**src/rtl/core/wam_pkg.sv**
```systemverilog
// Shared types and constants for the weekly alarm matcher.
package wam_pkg;

    // Default table depth and fixed timing constants
    localparam int ALARM_SLOTS_DEF = 10;
    localparam int SEC_W           = 17;
    localparam int WAIT_W          = 11;
    localparam int CMP_W           = 5;     // holds any index or count plus one
    localparam logic [SEC_W:0]    ALARM_WINDOW = 18'd120;
    localparam logic [WAIT_W-1:0] WAIT_CAP     = 11'd2000;
    localparam logic [2:0]        LAST_WEEKDAY = 3'd6;

    // Item operations
    typedef enum logic [1:0] {
        OP_TICK   = 2'd0,
        OP_APPEND = 2'd1,
        OP_WRITE  = 2'd2,
        OP_DELETE = 2'd3
    } op_t;

    // Result status codes
    typedef enum logic [1:0] {
        ST_OK    = 2'd0,
        ST_FULL  = 2'd1,
        ST_RANGE = 2'd2
    } status_t;

    // Sequencer states
    typedef enum logic [1:0] {
        S_IDLE  = 2'd0,
        S_SCAN  = 2'd1,
        S_SHIFT = 2'd2,
        S_RESP  = 2'd3
    } state_t;

    // One alarm table entry
    typedef struct packed {
        logic             enable;
        logic [SEC_W-1:0] second;
        logic [6:0]       days;
        logic [7:0]       strength;
        logic             lock;
    } entry_t;

    // Verdict of the compare unit for one entry
    typedef struct packed {
        logic             active;     // enabled and armed for today
        logic             in_window;  // now within [second, second + window]
        logic             later;      // alarm second lies after now
        logic [SEC_W-1:0] gap;        // second - now, meaningful when later
    } match_t;

endpackage

```
**src/rtl/core/wam_match_unit.sv**
```systemverilog
// Shared compare unit: checks one table entry against the current time.
module wam_match_unit
    import wam_pkg::*;
(
    input  entry_t           entry,
    input  logic [SEC_W-1:0] now,
    input  logic [2:0]       day,
    output match_t           result
);

    logic [7:0]     days_ext;
    logic [SEC_W:0] win_end;

    // Weekday seven has no mask bit, so it never matches
    assign days_ext = {1'b0, entry.days};
    assign win_end  = {1'b0, entry.second} + ALARM_WINDOW;

    always_comb
    begin
        result.active    = entry.enable && (day <= LAST_WEEKDAY) && days_ext[day];
        result.in_window = (now >= entry.second) && ({1'b0, now} <= win_end);
        result.later     = entry.second > now;
        result.gap       = entry.second - now;
    end

endmodule

```
**src/rtl/core/weekly_alarm_matcher.sv**
```systemverilog
// Weekly alarm matcher top level: alarm table, sequencer and result register.
//
// Keeps up to ALARM_SLOTS weekly alarms and answers every input transaction
// with exactly one result transaction. Append, overwrite and a tick that
// does not scan pass from idle straight to the response state. A tick with
// a valid time and stored alarms first scans them all; a delete at a valid
// index i first shifts the entries above i down by one. The single compare
// unit visits one table entry per cycle and the delete shift moves one entry
// per cycle. The input is ready only while the sequencer is idle; a finished
// result waits in the output register while the next transaction is taken.
module weekly_alarm_matcher
    import wam_pkg::*;
#(
    parameter int ALARM_SLOTS = ALARM_SLOTS_DEF
)
(
    input  logic        clk,
    input  logic        rst_n,
    // s_tdata, from bit 0: operation[2], seconds_of_day[17], day_of_week[3],
    // time_valid[1], entry_index[4], alarm_enable[1], alarm_second[17],
    // weekday_mask[7], alarm_strength[8], zero fill[4]
    input  logic        s_tvalid,
    output logic        s_tready,
    input  logic [63:0] s_tdata,
    // m_tdata, from bit 0: status[2], fired[1], fired_slot[4],
    // fired_strength[8], wait_seconds[11], entry_count[4], zero fill[2]
    output logic        m_tvalid,
    input  logic        m_tready,
    output logic [31:0] m_tdata
);

    localparam int IDX_W = (ALARM_SLOTS > 1) ? $clog2(ALARM_SLOTS) : 1;
    localparam logic [CMP_W-1:0] SLOTS_C = CMP_W'(ALARM_SLOTS);

    // Input field split
    op_t              in_op;
    logic [SEC_W-1:0] in_now;
    logic [2:0]       in_day;
    logic             in_valid_time;
    logic [3:0]       in_idx;
    entry_t           in_entry;

    assign in_op          = op_t'(s_tdata[1:0]);
    assign in_now         = s_tdata[18:2];
    assign in_day         = s_tdata[21:19];
    assign in_valid_time  = s_tdata[22];
    assign in_idx         = s_tdata[26:23];
    assign in_entry.enable   = s_tdata[27];
    assign in_entry.second   = s_tdata[44:28];
    assign in_entry.days     = s_tdata[51:45];
    assign in_entry.strength = s_tdata[59:52];
    assign in_entry.lock     = 1'b0;

    // State
    state_t              state_reg, state_next;
    entry_t              table_reg [ALARM_SLOTS];
    logic [CMP_W-1:0]    count_reg;
    logic [IDX_W-1:0]    k_reg;
    logic [SEC_W-1:0]    now_reg;
    logic [2:0]          day_reg;
    logic [WAIT_W-1:0]   best_reg;
    logic [WAIT_W-1:0]   held_wait_reg;
    status_t             status_reg;
    logic                fired_reg;
    logic [3:0]          fslot_reg;
    logic [7:0]          fstr_reg;
    logic                m_tvalid_reg;
    logic [31:0]         m_tdata_reg;

    // Decode of the accepted transaction
    logic             accept;
    logic             scan_go;
    logic             idx_ok;
    logic             room_ok;
    logic             k_last;
    logic             load_out;
    logic [IDX_W-1:0] rd_idx;
    entry_t           rd_entry;
    match_t           match;
    logic [IDX_W-1:0] cnt_idx;
    logic [IDX_W-1:0] in_k;

    assign accept  = s_tvalid && s_tready;
    assign scan_go = in_valid_time && (count_reg != '0);
    assign idx_ok  = CMP_W'(in_idx) < count_reg;
    assign room_ok = count_reg < SLOTS_C;
    assign k_last  = (CMP_W'(k_reg) + CMP_W'(1)) >= count_reg;
    assign cnt_idx = count_reg[IDX_W-1:0];
    assign in_k    = in_idx[IDX_W-1:0];

    // Single read port: current entry while scanning, next entry while shifting
    assign rd_idx   = (state_reg == S_SHIFT) ? (k_reg + IDX_W'(1)) : k_reg;
    assign rd_entry = table_reg[rd_idx];

    wam_match_unit u_match (
        .entry  (rd_entry),
        .now    (now_reg),
        .day    (day_reg),
        .result (match)
    );

    // Next state
    always_comb
    begin
        state_next = state_reg;
        unique case (state_reg)
            S_IDLE:
            begin
                if (s_tvalid)
                begin
                    if (in_op == OP_TICK && scan_go)
                        state_next = S_SCAN;
                    else if (in_op == OP_DELETE && idx_ok)
                        state_next = S_SHIFT;
                    else
                        state_next = S_RESP;
                end
            end
            S_SCAN:
            begin
                if (k_last)
                    state_next = S_RESP;
            end
            S_SHIFT:
            begin
                if (k_last)
                    state_next = S_RESP;
            end
            S_RESP:
            begin
                if (!m_tvalid_reg || m_tready)
                    state_next = S_IDLE;
            end
            default: state_next = S_IDLE;
        endcase
    end

    // Handshake outputs
    always_comb
    begin
        s_tready = 1'b0;
        load_out = 1'b0;
        unique case (state_reg)
            S_IDLE:  s_tready = 1'b1;
            S_SCAN:  s_tready = 1'b0;
            S_SHIFT: s_tready = 1'b0;
            S_RESP:  load_out = !m_tvalid_reg || m_tready;
            default: s_tready = 1'b0;
        endcase
    end

    // Control and result registers
    always_ff @(posedge clk or negedge rst_n)
    begin
        if (!rst_n)
        begin
            state_reg     <= S_IDLE;
            count_reg     <= '0;
            held_wait_reg <= WAIT_CAP;
            m_tvalid_reg  <= 1'b0;
            k_reg         <= '0;
        end
        else
        begin
            state_reg <= state_next;

            if (accept)
            begin
                k_reg <= (in_op == OP_DELETE) ? in_k : '0;
                if (in_op == OP_APPEND && room_ok)
                    count_reg <= count_reg + CMP_W'(1);
            end
            else if (state_reg == S_SCAN || state_reg == S_SHIFT)
            begin
                k_reg <= k_reg + IDX_W'(1);
            end

            // Scan end commits the wait, shift end drops one entry
            if (state_reg == S_SCAN && k_last)
            begin
                if (match.active && match.later && (match.gap < SEC_W'(best_reg)))
                    held_wait_reg <= match.gap[WAIT_W-1:0];
                else
                    held_wait_reg <= best_reg;
            end
            if (state_reg == S_SHIFT && k_last)
                count_reg <= count_reg - CMP_W'(1);

            if (load_out)
                m_tvalid_reg <= 1'b1;
            else if (m_tready)
                m_tvalid_reg <= 1'b0;
        end
    end

    // Item payload and scan accumulators
    always_ff @(posedge clk)
    begin
        if (accept)
        begin
            now_reg   <= in_now;
            day_reg   <= in_day;
            best_reg  <= WAIT_CAP;
            fired_reg <= 1'b0;
            fslot_reg <= '0;
            fstr_reg  <= '0;
            priority if (in_op == OP_APPEND && !room_ok)
                status_reg <= ST_FULL;
            else if ((in_op == OP_WRITE || in_op == OP_DELETE) && !idx_ok)
                status_reg <= ST_RANGE;
            else
                status_reg <= ST_OK;
        end
        else if (state_reg == S_SCAN && match.active)
        begin
            if (match.in_window && !rd_entry.lock)
            begin
                fired_reg <= 1'b1;
                fslot_reg <= 4'(k_reg);
                fstr_reg  <= rd_entry.strength;
            end
            if (match.later && (match.gap < SEC_W'(best_reg)))
                best_reg <= match.gap[WAIT_W-1:0];
        end

        if (load_out)
            m_tdata_reg <= {2'b00, 4'(count_reg), held_wait_reg, fstr_reg, fslot_reg,
                            fired_reg, status_reg};
    end

    // Alarm table
    always_ff @(posedge clk)
    begin
        if (accept && in_op == OP_APPEND && room_ok)
        begin
            table_reg[cnt_idx] <= in_entry;
        end
        else if (accept && in_op == OP_WRITE && idx_ok)
        begin
            table_reg[in_k].enable   <= in_entry.enable;
            table_reg[in_k].second   <= in_entry.second;
            table_reg[in_k].days     <= in_entry.days;
            table_reg[in_k].strength <= in_entry.strength;
        end
        else if (state_reg == S_SCAN && match.active)
        begin
            table_reg[k_reg].lock <= match.in_window;
        end
        else if (state_reg == S_SHIFT && !k_last)
        begin
            table_reg[k_reg] <= rd_entry;
        end
    end

    assign m_tvalid = m_tvalid_reg;
    assign m_tdata  = m_tdata_reg;

    // Checks
    a_count_bound: assert property (@(posedge clk) disable iff (!rst_n)
        count_reg <= SLOTS_C)
        else $error("entry count above table depth");

    a_wait_bound: assert property (@(posedge clk) disable iff (!rst_n)
        held_wait_reg <= WAIT_CAP)
        else $error("held wait above cap");

    a_walk_in_table: assert property (@(posedge clk) disable iff (!rst_n)
        (state_reg == S_SCAN || state_reg == S_SHIFT) |-> (CMP_W'(k_reg) < count_reg))
        else $error("sequencer index beyond stored entries");

    a_result_posted: assert property (@(posedge clk) disable iff (!rst_n)
        load_out |=> (m_tvalid && state_reg == S_IDLE))
        else $error("result not posted after response");

endmodule
```
**config.mk**
```make
export PLATFORM = sky130hd
export DESIGN_NAME = weekly_alarm_matcher
export DESIGN_NICKNAME = d
export VERILOG_FILES = /design/src/rtl/core/wam_pkg.sv /design/src/rtl/core/wam_match_unit.sv /design/src/rtl/core/weekly_alarm_matcher.sv
export SDC_FILE = /design/constraint.sdc
export NUM_CORES = 1
export LEC_CHECK = 0
export ABC_AREA = 1
export BUFFER_PORTS_ARGS = -buffer_cell sky130_fd_sc_hd__buf_4
export CORE_AREA = 2 2 206 208
export CTS_BUF_LIST = sky130_fd_sc_hd__clkbuf_4 sky130_fd_sc_hd__clkbuf_8
export DETAILED_ROUTE_END_ITERATION = 6
export DIE_AREA = 0 0 208 210
export GPL_TIMING_DRIVEN = 1
export MAX_ROUTING_LAYER = met4
export PLACE_DENSITY = 0.76
export RECOVER_POWER = 50
export SYNTH_ARGS = -nofsm -noshare
export SYNTH_HDL_FRONTEND = slang
export SYNTH_SLANG_ARGS = --single-unit
```
**constraint.sdc**
```tcl
create_clock -name clk -period 8.65 [get_ports clk]
set_clock_uncertainty 0.15 [all_clocks]
set_input_delay 1.73 -clock clk [delete_from_list [all_inputs] [get_ports clk]]
set_output_delay 1.73 -clock clk [all_outputs]
set_load 0.03 [all_outputs]
```
# ---- Yosys cells after proc, flatten, opt, wreduce, memory -nomap -nowiden
# Memories as Yosys holds them, arrays and structs flattened.
# Cells that the tools add are included.
dict set report word_totals {
  ff_bits 99
  mem_bits_rw 340
  in_bits 68
  output_inout_bits 34
  word_cells 125
  memories 1
}
# name depth width rd rd_ports_with_merged_regs write_ports line_no
set mem_list {}
lappend mem_list {table_reg 10 34 1 0 1 weekly_alarm_matcher.sv:56} ;# entry_t table_reg [ALARM_SLOTS];
dict set report classes {
  addsub 6
  magnitude_cmp 9
  n_eq_ne 9
  muxes 42
  bitwise 1
  n_reduce_logical 44
}
# cell n
set ops {}
lappend ops {{$mux 34} 2}
lappend ops {{$reduce_or 34->1} 2}
lappend ops {{$mux 4} 6}
lappend ops {{$logic_and 1x1->1} 22}
lappend ops {{$mux 1} 21}
lappend ops {{$add 17x7->18 const B} 1}
lappend ops {{$le 17x18->1} 1}
lappend ops {{$ge 17x17->1} 1}
lappend ops {{$gt 17x17->1} 1}
lappend ops {{$lt 17x11->1} 1}
lappend ops {{$sub 17x17->17} 1}
lappend ops {{$mux 5} 3}
lappend ops {{$mux 2} 7}
lappend ops {{$mux 11} 1}
lappend ops {{$eq 2x2->1 const B} 4}
lappend ops {{$reduce_bool 2->1} 4}
lappend ops {{$pmux 2 s3} 1}
lappend ops {{$reduce_and 2->1} 3}
lappend ops {{$add 4x1->5 const B} 1}
lappend ops {{$add 5x1->5 const B} 1}
lappend ops {{$ge 5x5->1} 1}
lappend ops {{$logic_not 1->1} 5}
lappend ops {{$lt 4x5->1} 1}
lappend ops {{$lt 5x4->1 const B} 1}
lappend ops {{other kinds (14)} 19}

# ---- Longest topological paths before layout
# Gate-level depths: netlist of run 1.
# An unclocked memory read counts as a cell.
dict set report depth {
  ltp_word 14
  mapped_depth 41
  ltp_nobuf 36
}

# ---- By module
# From an unflattened synthesis of run 1, not the netlist that was laid out.
dict set report hier_totals {
  hier_cells 2022
  area_unflattened_um2 20611.0
}
# mod instances cells_each area_per_inst_um2 seq_area_each_um2
set by_module_without_submodules {}
lappend by_module_without_submodules {weekly_alarm_matcher 1 1715 18861.8 12834.8}
lappend by_module_without_submodules {wam_match_unit 1 307 1749.2 0.0}

# ---- Worst setup path before layout of run 1
# No wires, ideal clock.
dict set report synth_timing {
  path_kind {input to register}
  startpoint {input port s_tvalid}
  endpoint {memory table_reg[0][10] in the netlist's numbering, enable pin}
  setup_time_ns 0.423
  arrival_ns 5.312
  required_time_ns 8.077
  slack_ns 2.765
  path_stages 12
  n_path_buf 1
  path_cell_list {nand2_1 clkinv_1 nand4_1 nand2_1 inv_1 nand3_1 clkbuf_1 nand3_1 nand2_1 nor2_2 nand2_1 nor2_1}
}
dict set report synth_between {
  elab_chain_cells 9
  elab_cells_between_ends 23
  cone_classes {mux (15); bitwise (1); reduce/logical (7)}
}
# item line_no
set synth_rtl {}
lappend synth_rtl {{from (decl)} weekly_alarm_matcher.sv:22} ;# input logic s_tvalid,
lappend synth_rtl {{$logic_and 1x1->1 (*)} weekly_alarm_matcher.sv:83} ;# assign accept = s_tvalid && s_tready;
lappend synth_rtl {{named net accept} weekly_alarm_matcher.sv:71} ;# logic accept;
lappend synth_rtl {{$logic_and 1x1->1 (2 in a row)} weekly_alarm_matcher.sv:238} ;# else if (accept && in_op == OP_WRITE && idx_ok)
lappend synth_rtl {{$mux 1} weekly_alarm_matcher.sv:238}
lappend synth_rtl {{$mux 1} weekly_alarm_matcher.sv:234} ;# if (accept && in_op == OP_APPEND && room_ok)
lappend synth_rtl {{$mux 1, on equally long branches} --}
lappend synth_rtl {{$reduce_or 34->1 (no source line) or $or 1x1->1 (tied branches)} --}
lappend synth_rtl {{$mux 4 (no source line), or another cell as far along} --}
lappend synth_rtl {{$mux 4 (no source line) or $mux 2 (tied branches)} --}
lappend synth_rtl {{to (decl)} weekly_alarm_matcher.sv:56}
# The timed path passes the listed nets; every way through them passes the cells marked *.

# ---- Worst setup path in the final report of run 1
dict set report layout_timing {
  startpoint {register state_reg[0]}
  endpoint {memory table_reg[2][6] in the netlist's numbering, enable pin}
}
dict set report layout_between {
  elab_chain_cells 14
  elab_cells_between_ends 38
  cone_classes {eq/ne (2); mux (22); bitwise (1); reduce/logical (12); memory (1)}
}
# item line_no
set layout_rtl {}
lappend layout_rtl {{from (decl)} weekly_alarm_matcher.sv:55} ;# state_t state_reg, state_next;
lappend layout_rtl {{from (signal assigned)} weekly_alarm_matcher.sv:165} ;# state_reg <= state_next;
lappend layout_rtl {{$eq 2x2->1} {weekly_alarm_matcher.sv:92, weekly_alarm_matcher.sv:249}}
lappend layout_rtl {{$mux 4} weekly_alarm_matcher.sv:92} ;# assign rd_idx = (state_reg == S_SHIFT) ? (k_reg + IDX_W'(1)) : k_reg;
lappend layout_rtl {{$mem_v2 10x34} --}
lappend layout_rtl {{$bmux 1 s3} wam_match_unit.sv:20} ;# result.active = entry.enable && (day <= LAST_WEEKDAY) && days_ext[day];
lappend layout_rtl {{$mux 1 (implied by the code)} wam_match_unit.sv:20}
lappend layout_rtl {{$logic_and 1x1->1} wam_match_unit.sv:20}
lappend layout_rtl {{$logic_and 1x1->1} weekly_alarm_matcher.sv:245} ;# else if (state_reg == S_SCAN && match.active)
lappend layout_rtl {{$mux 1} weekly_alarm_matcher.sv:245}
lappend layout_rtl {{$mux 1} weekly_alarm_matcher.sv:238}
lappend layout_rtl {{$mux 1} weekly_alarm_matcher.sv:234}
lappend layout_rtl {{$mux 1, on equally long branches} {weekly_alarm_matcher.sv:247, weekly_alarm_matcher.sv:251}}
lappend layout_rtl {{$or 1x1->1 (no source line)} --}
lappend layout_rtl {{$reduce_or 34->1 (no source line)} --}
lappend layout_rtl {{$mux 4 (no source line) or $mux 2 (tied branches)} --}
# Parallel ways exist; a longest one is shown, timed or not. The select of a mux whose other input is x is not followed.

==> results.py, run 1 <==
metrics = {
    "layout": {
        "final_cell_mix": "561 x nand2_1, 392 x edfxtp_1, 199 x nand3_1",
        "layout_commonest_cell": "nand2_1",
        "drive_gt1_frac": 0.1118,
        "final_cells": 2678,
        "area_delta_synth_final_pct": 11.22,
        "finalNetCount": 2225,
        "largest_reg_flops": 340,
        "nFillCells": 3474,
    },
    "setup_path": {
        "required_ns": 8.75,
        "crit_start": "state_reg[0]",
        "critPathCaptureType": "flip-flop",
        "critical_path_class": "flip-flop to flip-flop",
        "startpoint_type": "flip-flop",
        "reg2reg_setup_slack_ns": 1.52,
        "crit_arrival_ns": 7.23,
        "r2r_cells": 20,
        "r2r-end": "table_reg[2][6]",
        "crit_fanout": 47,
        "r2r_start": "state_reg[0]",
    },
    "die": {
        "fp-row-count": 75,
        "dieArea_mm2": 0.04368,
        "die_w_um": 208,
        "core_mm2": 0.04148,
        "initial_core_util": 0.4943,
        "io_pins": 102,
        "fp.dieH_um": 210,
    },
    "drt": {
        "post_drt_wl_per_cell_um": 18.82,
        "vias": 14800,
        "via_per_inst": 5.525,
        "ant_nets": 0,
        "drtIter0Drc": 1439,
        "drt_first_pass_iters": 6,
        "drcViolationCount": 0,
        "wirelength_um": 50400,
    },
    "clock_network": {
        "cts_tree": "built",
        "cts-root-buf": "clkbuf_8",
        "clkSinkCount": 439,
        "cts.reportedPaths.clkPinSlew_ns": 0.06,
        "cts_max_level": 3,
        "cts_hold_buf": 0,
        "cts_buffer_depth": 3,
        "numCtsBuffers": 68,
        "clock_latency_ns": 0.59,
        "cts_resized": 0,
        "postCtsSetupRepairBufs": 0,
    },
    "synth": {
        "yosysWarnings": 0,
        "synth_seq_area_share": 0.6260,
        "syn_inst": 1979,
        "synth_seq_cells": 439,
        "synth_edf_count": 392,
        "synth_ff_type": "edfxtp_1",
        "syn-cell-area_mm2": 0.02050,
        "yosysUniqueCellTypes": 65,
        "async_flop_share": 0.05239,
        "avgSynthCellArea_um2": 10.36,
    },
    "status": {
        "violations": "capacitance limit, slew limit",
        "run_status": "finished, violations left",
    },
    "sta": {
        "min_period_ns": 7.127,
        "worst_pin_slew_ns": 2.957,
        "period_share": 0.8239,
        "setup_tns_ns": 0,
        "rsz0062_at_grt": "false",
        "drv_slew": 149,
        "setup_violations": 0,
        "fmax_ghz": 0.1403,
        "slew_headroom": -0.9713,
        "hold_violations": 0,
    },
    "place": {
        "dp_hpwl_um": 31600,
        "gp_congestion": 0.9733,
        "dpl.cell_count": 2563,
        "portBuffers": 95,
    },
    "worst_hold_path": {
        "min-delay-start": "status_reg[1]",
        "min_path_cells": 0,
        "min_path_type": "flip-flop to flip-flop",
        "hold_end": "m_tdata[1]",
    },
    "global_routing": {
        "antenna_found_initial": 0,
        "track_usage": 0.2349,
        "grt_pass1_vias": 14240,
        "gr-total-overflow": 0,
        "grt_max_degree": 66,
        "grt_pass1_wl_um": 77360,
    },
    "run": {
        "maxCapViolCount": 5,
    },
}
-- per-layer routing --
layer | vias to the layer above | GRT usage | routed length [µm]
met2 | 666 | 0.3791 | 24100
met5 | - | - | 0
met4 | 0 | 0.08804 | 1423
met3 | 108 | 0.04201 | 4564
met1 | 7030 | 0.2991 | 20310
li1 | 6993 | - | -
-- worst max-delay path by stage --
| stage | to | slack (ns) |
|---|---|---|
| detailed placement | held_wait_reg[3] | 1.90 |
| floorplan | table_reg[0][10] | 2.76 |
| global route | table_reg[2][6] | 0.97 |
| finish | table_reg[2][6] | 1.52 |
| global placement | held_wait_reg[0] | 1.96 |
| CTS | held_wait_reg[0] | 1.90 |
-- logic make-up after synthesis --
kind of cell	share of synthesized area
buffers and inverters	0.05248
other	0.0001829
XOR/XNOR	0.01153
AO/OA/AOI/OAI	0.06695
adder cells (fa/ha/maj)	0.03918
flip-flops	0.6260
multiplexers	0.002929
AND/OR/NAND/NOR	0.2007
-- synthesized netlist by cell type (all sizes together) (17+ instances only) --
cell    number  area, µm²
xor2        21      183.9
o21ai      114      600.6
ha          61      763.2
a21oi       49      260.3
buf         58      407.9
nor2       178      698.2
o22ai       23      150.1
inv        151      569.3
nand2      572       2200
dfrtp       17      425.4
dfxtp       24      480.5
edfxtp     392      11770
clkbuf      25      95.09
nand3      200       1006
-- stage by stage --
| stage | worst slack (ns) | util | hold WS (ns) | area (µm²) |
|---|---|---|---|---|
| floorplan | 2.765 | - | 0.2503 | 20510 |
| detailed placement | 1.903 | 0.5237 | 0.2628 | 21720 |
| finish | 1.523 | 0.5497 | 0.2782 | 22800 |
| global route | 0.9720 | 0.5497 | 0.2898 | 22800 |
| global placement | 1.961 | 0.5237 | 0.2606 | 21720 |
| CTS | 1.896 | 0.5551 | 0.2687 | 23020 |
-- worst max-delay path, cell delays in order (launching register included) --
cell     delay [ns]
dfrtp_1        0.41
inv_1          0.09
ha_1           0.46
nand2_1        0.35
nand2_4        0.53
buf_4          0.57
nand2_1        0.10
nand3_1        0.12
nand3_1        0.09
nand3_1        0.12
nand3_1        0.10
nand2_1        0.07
inv_1          0.04
a21oi_1        0.35
nand4_1        0.42
nand3_1        0.18
nand2_1        0.10
nor2_1         0.30
nand2_1        0.13
nor2_1         1.49
buf_4          0.55
-- layout make-up --
class                      instances  area (µm²)  share of cell area
sequential                       439       12830              0.5629
multi-input combinational       1306        6626              0.2906
clock buffer                      92        1154             0.05059
timing repair buffer             127       788.3             0.03457
tap                              539       674.4             0.02958
inverter                         152       573.1             0.02513
clock inverter                    22       148.9            0.006530
antenna                            1       2.502           0.0001097
Power of run 1 is not shown: default switching activity piles up to over one toggle a cycle in this logic, so the estimate is an artifact.
==> inputs of run 2 (changes only) <==
Clock period 8.65 ns to 7.4 ns, I/O delays scaled along.
==> run 2 against run 1 <==
Effect of this change: the flow still finishes with violations (capacitance limit, slew limit); die area is the same; via count decreased by 1.2%; cell count is 0.15% higher; worst setup slack lost 0.62 ns; non-clock buffer count fell by 5; critical path type unchanged; clock-buffer cell count grew 4; first-iteration DRC count fell by 17%; design area increased by 0.11%; sequential cell count is the same; register-to-register slack lost 0.62 ns; global-route usage fell by 0.15 points; routed wire length down 0.59%.
==> results.py, run 2 (same netlist as run 1, synthesis figures left out) <==
metrics = {
    "sta": {
        "slew_headroom": -0.9844,
        "setup_tns_ns": 0,
        "rsz0062_at_grt": "false",
        "drv_slew": 62,
        "fmax_ghz": 0.1539,
        "hold_violations": 0,
        "min_period_ns": 6.498,
        "period_share": 0.8781,
        "setup_violations": 0,
        "worst_pin_slew_ns": 2.977,
    },
    "clock_network": {
        "clock_latency_ns": 0.62,
        "postCtsSetupRepairBufs": 0,
        "cts_hold_buf": 0,
        "cts_buffer_depth": 3,
        "cts.reportedPaths.clkPinSlew_ns": 0.06,
        "cts_resized": 0,
        "cts-root-buf": "clkbuf_8",
        "cts_max_level": 3,
        "numCtsBuffers": 69,
        "clkSinkCount": 439,
        "cts_tree": "built",
    },
    "layout": {
        "drive_gt1_frac": 0.1167,
        "layout_commonest_cell": "nand2_1",
        "finalNetCount": 2221,
        "largest_reg_flops": 340,
        "final_cell_mix": "559 x nand2_1, 392 x edfxtp_1, 199 x nand3_1",
        "area_delta_synth_final_pct": 11.34,
        "antenna_cells": 0,
    },
    "die": {
        "fp-row-count": 75,
        "fp.dieH_um": 210,
        "core_mm2": 0.04148,
        "initial_core_util": 0.4943,
        "io_pins": 102,
        "dieArea_mm2": 0.04368,
        "die_w_um": 208,
    },
    "drt": {
        "drt_first_pass_iters": 6,
        "drtIter0Drc": 1194,
        "vias": 14620,
        "drcViolationCount": 0,
        "ant_nets": 0,
        "via_per_inst": 5.452,
        "post_drt_wl_per_cell_um": 18.68,
        "wirelength_um": 50100,
    },
    "setup_path": {
        "worst_path_max_delay_cell": "o21ai_0",
        "critPathCaptureType": "flip-flop",
        "path_buf_inv": 5,
        "crit_family": "compound AO/OA/AOI/OAI gates",
        "required_ns": 7.51,
        "critical_path_class": "flip-flop to flip-flop",
        "startpoint_type": "flip-flop",
        "crit_fanout": 41,
        "crit_path_max_incr_delay_ns": 0.95,
        "crit_arrival_ns": 6.60,
        "crit_top_cell": "nand3_1",
        "worstPathCellList": "inv_1 > ha_1 > inv_4 > o21ai_4 > buf_4 > buf_4 > nand3_1 > nand3_1 > nand3_1 > nand3_1 > nand3_1 > a21oi_1 > nand4_1 > nand2_4 > inv_2 > o21ai_0",
    },
    "global_routing": {
        "track_usage": 0.2334,
        "grt_max_degree": 96,
        "grt_pass1_vias": 14470,
        "antenna_found_initial": 0,
        "grt_pass1_wl_um": 77080,
        "gr-total-overflow": 0,
    },
    "place": {
        "dp_hpwl_um": 30320,
        "portBuffers": 95,
        "gp_congestion": 0.9378,
    },
    "status": {
        "run_status": "finished, violations left",
        "violations": "capacitance limit, slew limit",
    },
    "worst_hold_path": {
        "min_path_type": "flip-flop to flip-flop",
    },
    "run": {
        "maxCapViolCount": 2,
    },
}
run 2: metrics by stage:
step	hold slack, ns	std cells	worst slack, ns	cell area (µm²)	utilization
detailed placement	0.2627	2558	1.028	21710	0.5234
global placement	0.2592	2558	1.154	21710	0.5234
global route	0.2863	2682	0.2204	22830	0.5504
finish	0.2778	2682	0.9024	22830	0.5504
floorplan	0.2503	1980	1.765	20510	-
CTS	0.2765	2682	0.9899	23040	0.5554
run 2: worst paths after layout:
kind                              start  depth (start not counted)               end  slack (ns)
setup / recovery           state_reg[0]                         16  table_reg[7][18]        0.90
setup reg to reg           state_reg[0]                         16  table_reg[7][18]        0.90
hold reg to reg             fstr_reg[6]                          0       m_tdata[13]        0.28
hold / removal              fstr_reg[6]                          0       m_tdata[13]        0.28
min in group asynchronous         rst_n                          1          m_tvalid        0.98
max in group asynchronous         rst_n                          1  held_wait_reg[3]        5.35
run 2: metal layers:
| metal | wire length (µm) | track usage |
|---|---|---|
| met4 | 1347 | 0.08731 |
| met2 | 24100 | 0.3786 |
| met1 | 20320 | 0.2957 |
| met3 | 4331 | 0.04142 |
| met5 | 0 | - |
run 2: cell type report:
type                    count  area (µm²)
flip-flops and latches    439       12830
well taps                 539       674.4
repair buffers            122       772.0
clock buffers              96        1177
multi-input cells        1306        6646
fillers                  3464       18650
inverters                 152       573.1
clock inverters            28       150.1
Power of run 2 is left out for the same reason.
==> inputs of run 3 (changes only) <==
Settings changed: GPL_ROUTABILITY_DRIVEN from default to 1.
Clock period 7.4 ns to 6.3 ns, I/O delays scaled along.
==> run 3 against run 2 <==
Effect of this change: the run still ends with capacitance limit, slew limit left; via count grew 1.2%; design area rose by 0.73%; routed wire length rose by 0.20%; global-route usage is 0.17 points higher; sequential share of layout area decreased by 0.41 points; sequential cell count stayed put; maximum frequency grew 11%; register-to-register slack got worse by 0.45 ns; critical path depth rose by 5; critical path type unchanged; critical endpoint is now table_reg[9][20].
==> results.py, run 3 (same netlist as run 1, synthesis figures left out) <==
metrics = {
    "die": {
        "die_w_um": 208,
        "core_mm2": 0.04148,
        "io_pins": 102,
        "fp.dieH_um": 210,
        "initial_core_util": 0.4943,
        "dieArea_mm2": 0.04368,
        "fp-row-count": 75,
    },
    "sta": {
        "worst_pin_slew_ns": 2.961,
        "fmax_ghz": 0.1711,
        "period_share": 0.9278,
        "drv_slew": 62,
        "hold_violations": 0,
        "rsz0062_at_grt": "false",
        "setup_tns_ns": 0,
        "min_period_ns": 5.845,
        "setup_violations": 0,
        "slew_headroom": -0.9741,
    },
    "global_routing": {
        "grt_pass1_vias": 14550,
        "track_usage": 0.2351,
        "gr-total-overflow": 0,
        "antenna_found_initial": 0,
        "grt_max_degree": 84,
        "grt_pass1_wl_um": 77950,
    },
    "worst_hold_path": {
        "min_path_type": "flip-flop to flip-flop",
    },
    "status": {
        "run_status": "finished, violations left",
        "violations": "capacitance limit, slew limit",
    },
    "clock_network": {
        "clock_latency_ns": 0.61,
        "numCtsBuffers": 69,
        "cts.reportedPaths.clkPinSlew_ns": 0.06,
        "cts_tree": "built",
        "clkSinkCount": 439,
        "postCtsSetupRepairBufs": 0,
        "cts_buffer_depth": 3,
        "cts-root-buf": "clkbuf_8",
        "cts_hold_buf": 0,
        "cts_max_level": 3,
    },
    "place": {
        "dp_hpwl_um": 31380,
        "gp_congestion": 0.9363,
        "portBuffers": 95,
    },
    "drt": {
        "drt_first_pass_iters": 5,
        "via_per_inst": 5.493,
        "post_drt_wl_per_cell_um": 18.63,
        "vias": 14800,
        "drcViolationCount": 0,
        "drtIter0Drc": 1400,
        "wirelength_um": 50200,
        "ant_nets": 0,
    },
    "setup_path": {
        "critPathCaptureType": "flip-flop",
        "critical_path_class": "flip-flop to flip-flop",
        "required_ns": 6.34,
        "crit_fanout": 55,
        "crit_arrival_ns": 5.89,
        "startpoint_type": "flip-flop",
    },
    "layout": {
        "final_cell_mix": "558 x nand2_1, 392 x edfxtp_1, 199 x nand3_1",
        "nFillCells": 3501,
        "finalNetCount": 2235,
        "largest_reg_flops": 340,
        "antenna_cells": 0,
        "area_delta_synth_final_pct": 12.16,
        "drive_gt1_frac": 0.1225,
        "layout_commonest_cell": "nand2_1",
    },
    "run": {
        "maxCapViolCount": 2,
    },
}
run 3: critical path: stages, from the launching register on:
cell and delay (ns):
dfrtp_1 0.41, inv_1 0.13, ha_4 0.26, nand2_2 0.21, nand2_8 0.23, buf_12 0.26, buf_4 0.41, buf_4 0.49
nand2_1 0.10, nand3_1 0.11, nand3_1 0.10, nand3_1 0.10, nand2_1 0.08, nor2_1 0.12, nor2_1 0.06, nand2_1 0.19
nand4_4 0.22, nand2_4 0.49, inv_2 0.42, buf_4 0.32, nand2_1 0.13, o21ai_0 0.36
run 3: layer usage:
metal,up-vias,track usage,share of wire
met5,-,-,0
met4,0,0.09073,0.029
met3,113,0.03829,0.080
met2,608,0.3852,0.48
met1,7038,0.2958,0.41
li1,7040,-,-
run 3: per-stage QoR:
stage / cell area, µm² / hold WS [ns] / setup WS (ns) / std cells / utilization
floorplan: 20510 / 0.2503 / 0.7066 / 1980 / -
global placement: 21840 / 0.2586 / 0.2186 / 2572 / 0.5265
detailed placement: 21840 / 0.2609 / 0.0008393 / 2572 / 0.5265
CTS: 23150 / 0.2617 / 0.1422 / 2694 / 0.5580
global route: 23000 / 0.2728 / 0.03028 / 2694 / 0.5544
finish: 23000 / 0.2637 / 0.4549 / 2694 / 0.5544
run 3: layout make-up:
| type | count | area, µm² | area share |
|---|---|---|---|
| sequential | 439 | 12830 | 0.5581 |
| multi-input combinational | 1306 | 6694 | 0.2911 |
| clock buffer | 95 | 1176 | 0.05115 |
| timing repair buffer | 136 | 913.4 | 0.03972 |
| tap | 539 | 674.4 | 0.02933 |
| inverter | 152 | 573.1 | 0.02492 |
| clock inverter | 27 | 130.1 | 0.005659 |
run 3: final timing paths:
kind / depth (start not counted) / from / slack [ns] / to
max: 21 / state_reg[0] / 0.45 / table_reg[9][20]
min: 0 / fslot_reg[3] / 0.26 / m_tdata[6]
max reg2reg: 21 / state_reg[0] / 0.45 / table_reg[9][20]
min reg2reg: 0 / fslot_reg[3] / 0.26 / m_tdata[6]
max in group asynchronous: 1 / rst_n / 4.43 / k_reg[2]
min in group asynchronous: 1 / rst_n / 0.77 / count_reg[4]
run 3: timing repair:
action                     4_1_cts  5_1_grt
pin swaps                        0        0
setup endpoints to repair       10      509
gates resized for setup          1        7
Power of run 3 is left out for the same reason.
